==> src/assert_macros.svh <==
// Assertion helpers used by the allocator RTL.
`ifndef ASSERT_MACROS_SVH
`define ASSERT_MACROS_SVH

// Same-cycle implication, checked while out of reset.
`define BTH_ASSERT_NOW(lbl, clk, rstn, ante, cons) \
  lbl: assert property (@(posedge clk) disable iff (!rstn) (ante) |-> (cons)) \
    else $error("assertion failed");

// Next-cycle implication, checked while out of reset.
`define BTH_ASSERT_NEXT(lbl, clk, rstn, ante, cons) \
  lbl: assert property (@(posedge clk) disable iff (!rstn) (ante) |=> (cons)) \
    else $error("assertion failed");

`endif

==> src/bth_pkg.sv <==
// ----------------------------------------------------------------------------
// Block table heap allocator package
// Shared types, codes and default sizes.
// ----------------------------------------------------------------------------
package bth_pkg;

  localparam int unsigned MAX_BLOCKS_DEF  = 1024;
  localparam int unsigned BLOCK_BYTES_DEF = 4096;

  // One table entry: has-next, first, taken.
  typedef struct packed {
    logic has_next;
    logic first;
    logic taken;
  } entry_t;

  localparam logic [1:0] FUNC_ALLOC = 2'd0;
  localparam logic [1:0] FUNC_FREE  = 2'd1;
  localparam logic [1:0] FUNC_QUERY = 2'd2;

  localparam logic [1:0] ST_OK      = 2'd0;
  localparam logic [1:0] ST_INVALID = 2'd1;
  localparam logic [1:0] ST_NOMEM   = 2'd2;

  localparam logic [7:0] REG_BASE_ADDRESS = 8'd0;
  localparam logic [7:0] REG_BLOCK_COUNT  = 8'd1;

  localparam logic [10:0] BLOCK_COUNT_RST = 11'd1024;

endpackage

==> src/bth_if.sv <==
// ----------------------------------------------------------------------------
// Block table heap allocator channels
// Request, result and register write channels with valid/ready.
// ----------------------------------------------------------------------------
interface bth_in_if;
  logic        valid;
  logic        ready;
  logic [1:0]  func;
  logic [31:0] size_bytes;
  logic [31:0] address;
  modport source (output valid, func, size_bytes, address, input ready);
  modport sink   (input valid, func, size_bytes, address, output ready);
endinterface

interface bth_out_if;
  logic        valid;
  logic        ready;
  logic [1:0]  status;
  logic [31:0] alloc_address;
  logic [31:0] used_bytes;
  modport source (output valid, status, alloc_address, used_bytes, input ready);
  modport sink   (input valid, status, alloc_address, used_bytes, output ready);
endinterface

interface bth_cfg_if;
  logic        valid;
  logic        ready;
  logic [7:0]  index;
  logic [31:0] data;
  modport source (output valid, index, data, input ready);
  modport sink   (input valid, index, data, output ready);
endinterface

==> src/bth_cell.sv <==
// ----------------------------------------------------------------------------
// Block table cell
// Holds one table entry and takes its neighbor's entry on each shift.
// ----------------------------------------------------------------------------
module bth_cell
  import bth_pkg::*;
(
  input  logic   clk_i,
  input  logic   rst_ni,
  input  logic   shift_i,
  input  entry_t entry_i,
  output entry_t entry_o
);

  entry_t entry_q;

  always_ff @(posedge clk_i or negedge rst_ni) begin
    if (!rst_ni) begin
      entry_q <= '0;
    end else if (shift_i) begin
      entry_q <= entry_i;
    end
  end

  assign entry_o = entry_q;

endmodule

==> src/block_table_heap_allocator.sv <==
// ----------------------------------------------------------------------------
// Block table heap allocator
// First-fit allocator over a ring of block table cells.
// ----------------------------------------------------------------------------
//  channel | dir | carries
//  in_i    | in  | func, size_bytes, address
//  out_o   | out | status, alloc_address, used_bytes
//  cfg_i   | in  | index, data (0 base address, 1 block count)
//
// The table is a ring of MAX_BLOCKS cells that rotates one place per cycle
// while a request is worked on; the controller reads and rewrites the entry
// at the head of the ring. An allocate takes a full rotation to search and, if
// a run is found, a second to mark it; a free or a query takes one rotation.
// Requests settled at once (size zero, too large, no-op free) go straight to
// the done state. Reset clears every cell to free at once. A stalled result
// holds in the output register while the next word is taken and worked on;
// the next word's result waits in done until the output register frees.
module block_table_heap_allocator
  import bth_pkg::*;
#(
  parameter int unsigned MAX_BLOCKS  = MAX_BLOCKS_DEF,
  parameter int unsigned BLOCK_BYTES = BLOCK_BYTES_DEF
) (
  input  logic     clk_i,
  input  logic     rst_ni,
  bth_in_if.sink   in_i,
  bth_out_if.source out_o,
  bth_cfg_if.sink  cfg_i
);

  `include "assert_macros.svh"

  // BLOCK_BYTES is taken as a power of two; the byte offset is a shift.
  localparam int unsigned SH = $clog2(BLOCK_BYTES);
  localparam int unsigned PW = (MAX_BLOCKS > 1) ? $clog2(MAX_BLOCKS) : 1;
  localparam int unsigned NW = $clog2(MAX_BLOCKS + 1);
  localparam logic [PW-1:0] LAST = PW'(MAX_BLOCKS - 1);

  localparam logic [2:0] S_IDLE  = 3'd0;
  localparam logic [2:0] S_SCAN  = 3'd1;
  localparam logic [2:0] S_MARK  = 3'd2;
  localparam logic [2:0] S_FREE  = 3'd3;
  localparam logic [2:0] S_COUNT = 3'd4;
  localparam logic [2:0] S_DONE  = 3'd5;

  // Registers.
  logic [31:0]   base_q;
  logic [10:0]   total_q;
  logic [2:0]    state_q, state_d;
  logic [PW-1:0] ptr_q, ptr_d;
  logic [NW-1:0] need_q, need_d;
  logic [NW-1:0] run_len_q, run_len_d;
  logic [PW-1:0] run_start_q, run_start_d;
  logic [PW-1:0] start_q, start_d;
  logic          found_q, found_d;
  logic [PW-1:0] idx_q, idx_d;
  logic          active_q, active_d;
  logic [NW-1:0] cnt_q, cnt_d;
  logic [1:0]    res_status_q, res_status_d;
  logic [31:0]   res_alloc_q, res_alloc_d;
  logic [31:0]   res_used_q, res_used_d;
  logic          out_valid_q;
  logic [1:0]    out_status_q;
  logic [31:0]   out_alloc_q;
  logic [31:0]   out_used_q;

  // Ring of cells.
  entry_t cell_q [MAX_BLOCKS];
  entry_t head_new;
  logic   shift;

  for (genvar k = 0; k < MAX_BLOCKS; k++) begin : g_cell
    entry_t cell_in;
    if (k == MAX_BLOCKS - 1) begin : g_tail
      assign cell_in = head_new;
    end else begin : g_mid
      assign cell_in = cell_q[k+1];
    end
    bth_cell u_cell (
      .clk_i  (clk_i),
      .rst_ni (rst_ni),
      .shift_i(shift),
      .entry_i(cell_in),
      .entry_o(cell_q[k])
    );
  end

  // Table size in use is the block count register capped at MAX_BLOCKS.
  logic [NW-1:0] n_use;
  always_comb begin
    if (32'(total_q) > 32'(MAX_BLOCKS)) begin
      n_use = NW'(MAX_BLOCKS);
    end else begin
      n_use = NW'(total_q);
    end
  end

  entry_t head;
  logic   in_range;
  assign head     = cell_q[0];
  assign in_range = (NW'(ptr_q) < n_use);

  // Request decode.
  logic [32:0] need_full;
  logic [31:0] free_off;
  logic [31:0] idx_full;
  assign need_full = (33'(in_i.size_bytes) + 33'(BLOCK_BYTES - 1)) >> SH;
  assign free_off  = in_i.address - base_q;
  assign idx_full  = free_off >> SH;

  // Mark offset within the run being allocated.
  logic [PW:0] mark_off;
  assign mark_off = {1'b0, ptr_q} - {1'b0, start_q};

  logic [NW-1:0] run_next;
  assign run_next = run_len_q + NW'(1);

  logic [63:0] bytes64;
  assign bytes64 = 64'(cnt_q) << SH;

  logic in_fire, out_free;
  assign in_fire  = in_i.valid && in_i.ready;
  assign out_free = !out_valid_q || out_o.ready;
  assign in_i.ready = (state_q == S_IDLE);
  assign cfg_i.ready = 1'b1;

  always_comb begin
    state_d      = state_q;
    ptr_d        = ptr_q;
    need_d       = need_q;
    run_len_d    = run_len_q;
    run_start_d  = run_start_q;
    start_d      = start_q;
    found_d      = found_q;
    idx_d        = idx_q;
    active_d     = active_q;
    cnt_d        = cnt_q;
    res_status_d = res_status_q;
    res_alloc_d  = res_alloc_q;
    res_used_d   = res_used_q;
    head_new     = head;
    shift        = 1'b0;

    unique case (state_q)
      S_IDLE: begin
        if (in_fire) begin
          res_status_d = ST_OK;
          res_alloc_d  = '0;
          res_used_d   = '0;
          ptr_d        = '0;
          unique case (in_i.func)
            FUNC_ALLOC: begin
              if (in_i.size_bytes == '0) begin
                res_status_d = ST_INVALID;
                state_d      = S_DONE;
              end else if (need_full > 33'(n_use)) begin
                res_status_d = ST_NOMEM;
                state_d      = S_DONE;
              end else begin
                need_d    = NW'(need_full);
                run_len_d = '0;
                found_d   = 1'b0;
                state_d   = S_SCAN;
              end
            end
            FUNC_FREE: begin
              if (in_i.address == '0 || idx_full >= 32'(n_use)) begin
                state_d = S_DONE;
              end else begin
                idx_d    = PW'(idx_full);
                active_d = 1'b0;
                state_d  = S_FREE;
              end
            end
            FUNC_QUERY: begin
              cnt_d   = '0;
              state_d = S_COUNT;
            end
            default: begin
              res_status_d = ST_INVALID;
              state_d      = S_DONE;
            end
          endcase
        end
      end
      S_SCAN: begin
        shift = 1'b1;
        ptr_d = ptr_q + PW'(1);
        if (in_range && !found_q) begin
          if (!head.taken) begin
            if (run_len_q == '0) begin
              run_start_d = ptr_q;
            end
            run_len_d = run_next;
            if (run_next == need_q) begin
              found_d = 1'b1;
              start_d = (run_len_q == '0) ? ptr_q : run_start_q;
            end
          end else begin
            run_len_d = '0;
          end
        end
        if (ptr_q == LAST) begin
          ptr_d = '0;
          if (found_d) begin
            state_d = S_MARK;
          end else begin
            res_status_d = ST_NOMEM;
            state_d      = S_DONE;
          end
        end
      end
      S_MARK: begin
        shift = 1'b1;
        ptr_d = ptr_q + PW'(1);
        if (ptr_q >= start_q && 32'(mark_off) < 32'(need_q)) begin
          head_new.taken    = 1'b1;
          head_new.first    = (ptr_q == start_q);
          head_new.has_next = (32'(mark_off) + 32'd1 != 32'(need_q));
        end
        if (ptr_q == LAST) begin
          ptr_d       = '0;
          res_alloc_d = base_q + (32'(start_q) << SH);
          state_d     = S_DONE;
        end
      end
      S_FREE: begin
        shift = 1'b1;
        ptr_d = ptr_q + PW'(1);
        if ((active_q || ptr_q == idx_q) && in_range) begin
          head_new = '0;
          active_d = head.has_next;
        end else begin
          active_d = 1'b0;
        end
        if (ptr_q == LAST) begin
          ptr_d   = '0;
          state_d = S_DONE;
        end
      end
      S_COUNT: begin
        shift = 1'b1;
        ptr_d = ptr_q + PW'(1);
        if (in_range && head.taken) begin
          cnt_d = cnt_q + NW'(1);
        end
        if (ptr_q == LAST) begin
          ptr_d   = '0;
          state_d = S_DONE;
        end
      end
      S_DONE: begin
        if (out_free) begin
          state_d = S_IDLE;
        end
      end
      default: begin
        state_d = S_IDLE;
      end
    endcase
  end

  // The used-bytes figure is formed from the final count while waiting in DONE.
  always_ff @(posedge clk_i or negedge rst_ni) begin
    if (!rst_ni) begin
      state_q     <= S_IDLE;
      ptr_q       <= '0;
      found_q     <= 1'b0;
      active_q    <= 1'b0;
      run_len_q   <= '0;
      cnt_q       <= '0;
      out_valid_q <= 1'b0;
      base_q      <= '0;
      total_q     <= BLOCK_COUNT_RST;
    end else begin
      state_q   <= state_d;
      ptr_q     <= ptr_d;
      found_q   <= found_d;
      active_q  <= active_d;
      run_len_q <= run_len_d;
      cnt_q     <= cnt_d;
      if (cfg_i.valid && cfg_i.ready) begin
        if (cfg_i.index == REG_BASE_ADDRESS) begin
          base_q <= cfg_i.data;
        end else if (cfg_i.index == REG_BLOCK_COUNT) begin
          total_q <= cfg_i.data[10:0];
        end
      end
      if (state_q == S_DONE && out_free) begin
        out_valid_q <= 1'b1;
      end else if (out_o.ready) begin
        out_valid_q <= 1'b0;
      end
    end
  end

  logic [31:0] used_fin;
  assign used_fin = (|bytes64[63:32]) ? 32'hFFFF_FFFF : bytes64[31:0];

  always_ff @(posedge clk_i) begin
    need_q       <= need_d;
    run_start_q  <= run_start_d;
    start_q      <= start_d;
    idx_q        <= idx_d;
    res_status_q <= res_status_d;
    res_alloc_q  <= res_alloc_d;
    res_used_q   <= (state_q == S_COUNT && state_d == S_DONE) ? 32'hFFFF_FFFF : res_used_d;
    if (state_q == S_DONE && out_free) begin
      out_status_q <= res_status_q;
      out_alloc_q  <= res_alloc_q;
      out_used_q   <= (res_used_q == 32'hFFFF_FFFF) ? used_fin : '0;
    end
  end

  assign out_o.valid         = out_valid_q;
  assign out_o.status        = out_status_q;
  assign out_o.alloc_address = out_alloc_q;
  assign out_o.used_bytes    = out_used_q;

  // A taken request always leaves idle.
  `BTH_ASSERT_NEXT(a_busy_after_accept, clk_i, rst_ni, in_fire, state_q != S_IDLE)
  // Marking only happens once a run has been found.
  `BTH_ASSERT_NOW(a_mark_found, clk_i, rst_ni, state_q == S_MARK, found_q)
  // The ring is aligned (pointer at zero) outside of a rotation.
  `BTH_ASSERT_NOW(a_ring_aligned, clk_i, rst_ni,
                  state_q == S_IDLE || state_q == S_DONE, ptr_q == '0)

endmodule
==> src/flat_wrapper.sv <==
// flat-port wrapper written by rule: the top's interface ports become plain ports
module block_table_heap_allocator_flat import bth_pkg::*;
#(
  parameter int unsigned MAX_BLOCKS  = MAX_BLOCKS_DEF,
  parameter int unsigned BLOCK_BYTES = BLOCK_BYTES_DEF
)
  (clk_i, rst_ni, in_i_valid, in_i_func, in_i_size_bytes, in_i_address, in_i_ready, out_o_valid, out_o_status, out_o_alloc_address, out_o_used_bytes, out_o_ready, cfg_i_valid, cfg_i_index, cfg_i_data, cfg_i_ready);
  bth_in_if in_i_i ();
  bth_out_if out_o_i ();
  bth_cfg_if cfg_i_i ();
  input  logic clk_i;
  input  logic rst_ni;
  input wire logic [$bits(in_i_i.valid)-1:0] in_i_valid;
  input wire logic [$bits(in_i_i.func)-1:0] in_i_func;
  input wire logic [$bits(in_i_i.size_bytes)-1:0] in_i_size_bytes;
  input wire logic [$bits(in_i_i.address)-1:0] in_i_address;
  output wire logic [$bits(in_i_i.ready)-1:0] in_i_ready;
  output wire logic [$bits(out_o_i.valid)-1:0] out_o_valid;
  output wire logic [$bits(out_o_i.status)-1:0] out_o_status;
  output wire logic [$bits(out_o_i.alloc_address)-1:0] out_o_alloc_address;
  output wire logic [$bits(out_o_i.used_bytes)-1:0] out_o_used_bytes;
  input wire logic [$bits(out_o_i.ready)-1:0] out_o_ready;
  input wire logic [$bits(cfg_i_i.valid)-1:0] cfg_i_valid;
  input wire logic [$bits(cfg_i_i.index)-1:0] cfg_i_index;
  input wire logic [$bits(cfg_i_i.data)-1:0] cfg_i_data;
  output wire logic [$bits(cfg_i_i.ready)-1:0] cfg_i_ready;
  assign in_i_i.valid = in_i_valid;
  assign in_i_i.func = in_i_func;
  assign in_i_i.size_bytes = in_i_size_bytes;
  assign in_i_i.address = in_i_address;
  assign in_i_ready = in_i_i.ready;
  assign out_o_valid = out_o_i.valid;
  assign out_o_status = out_o_i.status;
  assign out_o_alloc_address = out_o_i.alloc_address;
  assign out_o_used_bytes = out_o_i.used_bytes;
  assign out_o_i.ready = out_o_ready;
  assign cfg_i_i.valid = cfg_i_valid;
  assign cfg_i_i.index = cfg_i_index;
  assign cfg_i_i.data = cfg_i_data;
  assign cfg_i_ready = cfg_i_i.ready;
  block_table_heap_allocator #(.MAX_BLOCKS(MAX_BLOCKS), .BLOCK_BYTES(BLOCK_BYTES)) u_core (.clk_i(clk_i), .rst_ni(rst_ni), .in_i(in_i_i), .out_o(out_o_i), .cfg_i(cfg_i_i));
endmodule
==> config.mk <==
export PLATFORM = sky130hd
export DESIGN_NAME = block_table_heap_allocator_flat
export DESIGN_NICKNAME = d
export VERILOG_FILES = /design/src/bth_pkg.sv /design/src/bth_if.sv /design/src/bth_cell.sv /design/src/block_table_heap_allocator.sv /design/src/flat_wrapper.sv
export VERILOG_INCLUDE_DIRS = /design/src /design/src/src
export SDC_FILE = /design/constraint.sdc
export NUM_CORES = 2
export LEC_CHECK = 0
export ABC_AREA = 0
export BUFFER_PORTS_ARGS = -buffer_cell sky130_fd_sc_hd__buf_2
export CAP_MARGIN = 25
export CELL_PAD_IN_SITES_DETAIL_PLACEMENT = 1
export CELL_PAD_IN_SITES_GLOBAL_PLACEMENT = 1
export CORE_ASPECT_RATIO = 0.9
export CORE_MARGIN = 5
export CORE_UTILIZATION = 40
export DETAILED_ROUTE_END_ITERATION = 16
export PLACE_DENSITY_LB_ADDON = 0.1
export RECOVER_POWER = 50
export SLEW_MARGIN = 10
export SYNTH_ARGS = -nofsm -noshare
export SYNTH_HDL_FRONTEND = slang
export SYNTH_SLANG_ARGS = --single-unit
export TNS_END_PERCENT = 10
==> constraint.sdc <==
create_clock -name clk_i -period 4.6 [get_ports clk_i]
set_input_delay 0.46 -clock clk_i [delete_from_list [all_inputs] [get_ports clk_i]]
set_output_delay 0.46 -clock clk_i [all_outputs]
set_load 0.05 [all_outputs]
==> flow_metrics.py <==
metrics = {
    "outcome": {
        "outcome": "finished, violations left",
        "failed_checks": "capacitance limit, slew limit",
    },
    "sta": {
        "fin_skew_ns": 0.0344,
        "timing.final.ws_setup_ns": 0.222,
        "worst_pin_slew_ns": 2.96,
        "final-hold-violation-count": 0,
        "period_needed_ns": 4.38,
        "post-route-period-util_pct": 95.2,
        "slew_violations": 343,
        "setup_violations": 0,
        "setup_tns_ns": 0,
        "fmax_mhz": 228,
        "slew_headroom_pct": -97.4,
    },
    "final_layout": {
        "nFillCells": 25300,
        "fin_area_um2": 102000,
        "stdcell_count": 13200,
        "drive_gt1_share_pct": 7.09,
        "fin_nets": 10300,
        "syn_to_final_growth_pct": 14.6,
    },
    "synthesis": {
        "yosysSeqAreaShare_pct": 63.9,
        "synth-seq-cells": 2250,
        "synth_flop_cell": "dfrtp_1",
        "synthTopCellsByCount": "nand2_1 (6,261), dfrtp_1 (2,128), clkbuf_1 (466)",
        "synth-edff-count": 120,
        "yosysTopAreaCell": "dfrtp_1",
        "yosysUniqueCellTypes": 83,
        "synth_top_area_share_pct": 59.8,
        "synth_cells": 9972,
        "syn_avg_cell_area_um2": 8.93,
        "synthTopCellsByArea": "dfrtp_1 (60%), nand2_1 (26%), edfxtp_1 (4.0%)",
        "synth.most_common_cell": "nand2_1",
        "yosysWarningCount": 0,
        "synthArstFlopShare_pct": 94.6,
        "synthesis.area_um2": 89000,
    },
    "clock_tree": {
        "clock_latency_ns": 0.85,
        "cts.path.max_buffers": 3,
        "cts_buffers": 235,
        "h-tree-depth": 4,
        "cts-root-buf": "clkbuf_16",
        "cts_tree": "built",
        "path_clk_slew_ns": 0.06,
        "clock_sinks": 2250,
    },
    "setup_path": {
        "path_class": "reg -> reg",
        "path_common_cell": "buf_4",
        "cp-end-kind": "flop",
        "crit_chain": "inv_1, ha_1, and3_4, nand4_1, or4_4, and3_4, o21a_1, buf_4, o21bai_4, a21oi_1, xnor2_1, ha_2, o21ai_1, o21ai_2, a21oi_2, o31ai_1, nor4_1, buf_4, nor3b_4, buf_4, buf_4, o22ai_1",
        "worstPathMaxFanout": 3,
        "start_kind": "flop",
        "arrival_ns": 5.08,
        "crit_required_ns": 5.31,
        "crit_path_max_incr_delay_ns": 0.57,
        "cpMaxStageDelayCell": "or4_4",
    },
    "placed_design": {
        "place_inst": 12700,
        "dp_slack_ns": -0.523,
        "placed_area_um2": 93700,
        "hpwl_mm": 116,
        "gp_routability_congestion": 0.822,
        "io_buffer_count": 157,
    },
    "routing": {
        "drt_iter0_drc": 4302,
        "wl_per_cell_um": 14.6,
        "wirelength_mm": 193,
        "ant_nets": 0,
        "via_count": 63200,
        "avgViaCountPerCell": 4.78,
        "firstDrtPassIters": 5,
        "drc": 0,
    },
    "power": {
        "vdd_drop_max_v": 0.000431,
        "p_leak_nw": 56.6,
        "p_per_area_nw_per_um2": 517,
    },
    "floorplan": {
        "io_pins": 180,
        "start_util_pct": 40.2,
        "placementRows": 164,
        "die-area_um2": 232000,
        "core_um2": 222000,
        "die_x_um": 507,
        "die_y_um": 458,
    },
    "run": {
        "drv_cap": 4,
    },
    "global_route": {
        "grt-ovfl-total": 0,
        "grt-busiest-layer": "met2",
        "use_met2_pct": 26.7,
        "grt_start_max_net_pins": 181,
        "grt_usage_pct": 16.8,
        "grt_pass1_vias": 66700,
        "use_met1_pct": 24.0,
        "grt_pass1_wl_mm": 334,
        "use_met3_pct": 2.96,
        "antenna_found_initial": 6,
    },
    "worst_hold_path": {
        "worstHoldPathType": "in -> reg",
    },
}
==> where the power goes <==
group          switching (mW)  internal (mW)  leakage [nW]
registers               0.328           20.6          30.7
logic                    10.3           2.40          22.0
clock network            7.84           11.3          3.89
total                    18.4           34.3          56.6
==> path summary, 6_finish.rpt <==
kind	startpoint	end	slack, ns	cells after the start
setup / recovery	u_core.base_q[10]$_DFFE_PN0P_	u_core.active_q$_DFFE_PN0P_	0.22	22
hold / removal	in_i_size_bytes[20]	u_core.need_q[8]$_DFFE_PP_	0.09	2
setup reg to reg	u_core.base_q[10]$_DFFE_PN0P_	u_core.active_q$_DFFE_PN0P_	0.22	22
hold reg to reg	u_core.res_alloc_q[21]$_SDFFCE_PN0P_	u_core.out_o.alloc_address[21]$_DFFE_PP_	0.42	0
max in group asynchronous	rst_ni	u_core.g_cell[797].u_cell.entry_o[0]$_DFFE_PN0P_	0.71	3
min in group asynchronous	rst_ni	u_core.base_q[29]$_DFFE_PN0P_	1.03	2
==> critical path: cells and delay by family, from the launching register on <==
family / cells / cell delay [ns]
simple gates: 6 / 1.51
compound gates: 8 / 0.94
buf+inv: 5 / 0.66
fa+ha+maj: 2 / 0.61
flops: 1 / 0.32
xor+xnor: 1 / 0.23
==> metrics by stage <==
step	hold WS, ns	util (%)	power (mW)
4_1_cts	0.00172	46.1	53.9
5_1_grt	0.0432	46.0	55.9
3_5_place_dp	0.405	42.3	34.2
6_report	0.0884	46.0	52.7
2_1_floorplan	0.164	-	29.6
3_3_place_gp	0.401	42.3	34.1
==> per-layer routing <==
layer | wire [um] | vias to the layer above
li1 | - | 30900
met1 | 94300 | 31400
met2 | 87400 | 564
met3 | 6640 | 315
met4 | 4330 | 4
met5 | 27 | -
==> sequential cells by signal (all words and copies together) (netlist names) <==
signal and count:
u_core.found_q 1, u_core.idx_q 10, u_core.g_cell.u_cell.entry_o 2048, u_core.out_o.status 2, u_core.res_alloc_q 32, u_core.res_status_q 2, u_core.base_q 32, u_core.total_q 11
u_core.out_o.valid 1, u_core.res_used_q 1, u_core.state_q 3, u_core.cnt_q 11, u_core.start_q 10, u_core.run_len_q 11, u_core.active_q 1, u_core.run_start_q 10
u_core.ptr_q 10, u_core.need_q 11, u_core.out_o.used_bytes 11, u_core.out_o.alloc_address 32
==> layout make-up <==
| cell class | instances | area [um^2] | area share (%) |
|---|---|---|---|
| Antenna cell | 6 | 15.0 | 0.0147 |
| Timing Repair Buffer | 405 | 3230 | 3.17 |
| Multi-Input combinational cell | 7143 | 30000 | 29.4 |
| Inverter | 86 | 323 | 0.317 |
| Clock buffer | 379 | 7270 | 7.13 |
| Clock inverter | 56 | 616 | 0.604 |
| Tap cell | 2905 | 3630 | 3.56 |
| Sequential cell | 2250 | 56900 | 55.8 |
==> cells by family after synthesis <==
group,share of synthesized area (%)
muxes,0.315
buffers and inverters,2.62
other,0.00844
AOI/OAI and AO/OA,2.23
and+or+nand+nor,28.5
xor gates and xnor gates,0.971
DFF,63.9
adders and majority gates,1.46
==> cells in the final DEF, fill, tap and decap left out, types with 31 or more instances in the layout <==
cell / Yosys / final
a21oi_1: 63 / 61
buf_12: 0 / 47
buf_2: 2 / 113
buf_4: 22 / 112
clkbuf_1: 466 / 124
clkbuf_16: 0 / 242
clkbuf_8: 0 / 70
clkinv_2: 0 / 33
dfrtp_1: 2128 / 2128
dlygate4sd3_1: 0 / 48
edfxtp_1: 120 / 120
ha_1: 101 / 100
inv_1: 86 / 86
nand2_1: 6261 / 6260
nor2_1: 95 / 94
nor4_1: 32 / 31
o21ai_0: 110 / 104
xnor2_1: 60 / 59
==> repair_timing <==
action | in CTS | in global routing
resized for setup | 12 | 14
buffers inserted | 2 | 2
hold endpoints to repair | 131 | 0
pin swaps | 4 | 11
endpoints found under the setup margin | 13 | 12
hold buffers | 48 | 0
No activity file was read; power rests on OpenSTA's default activity.
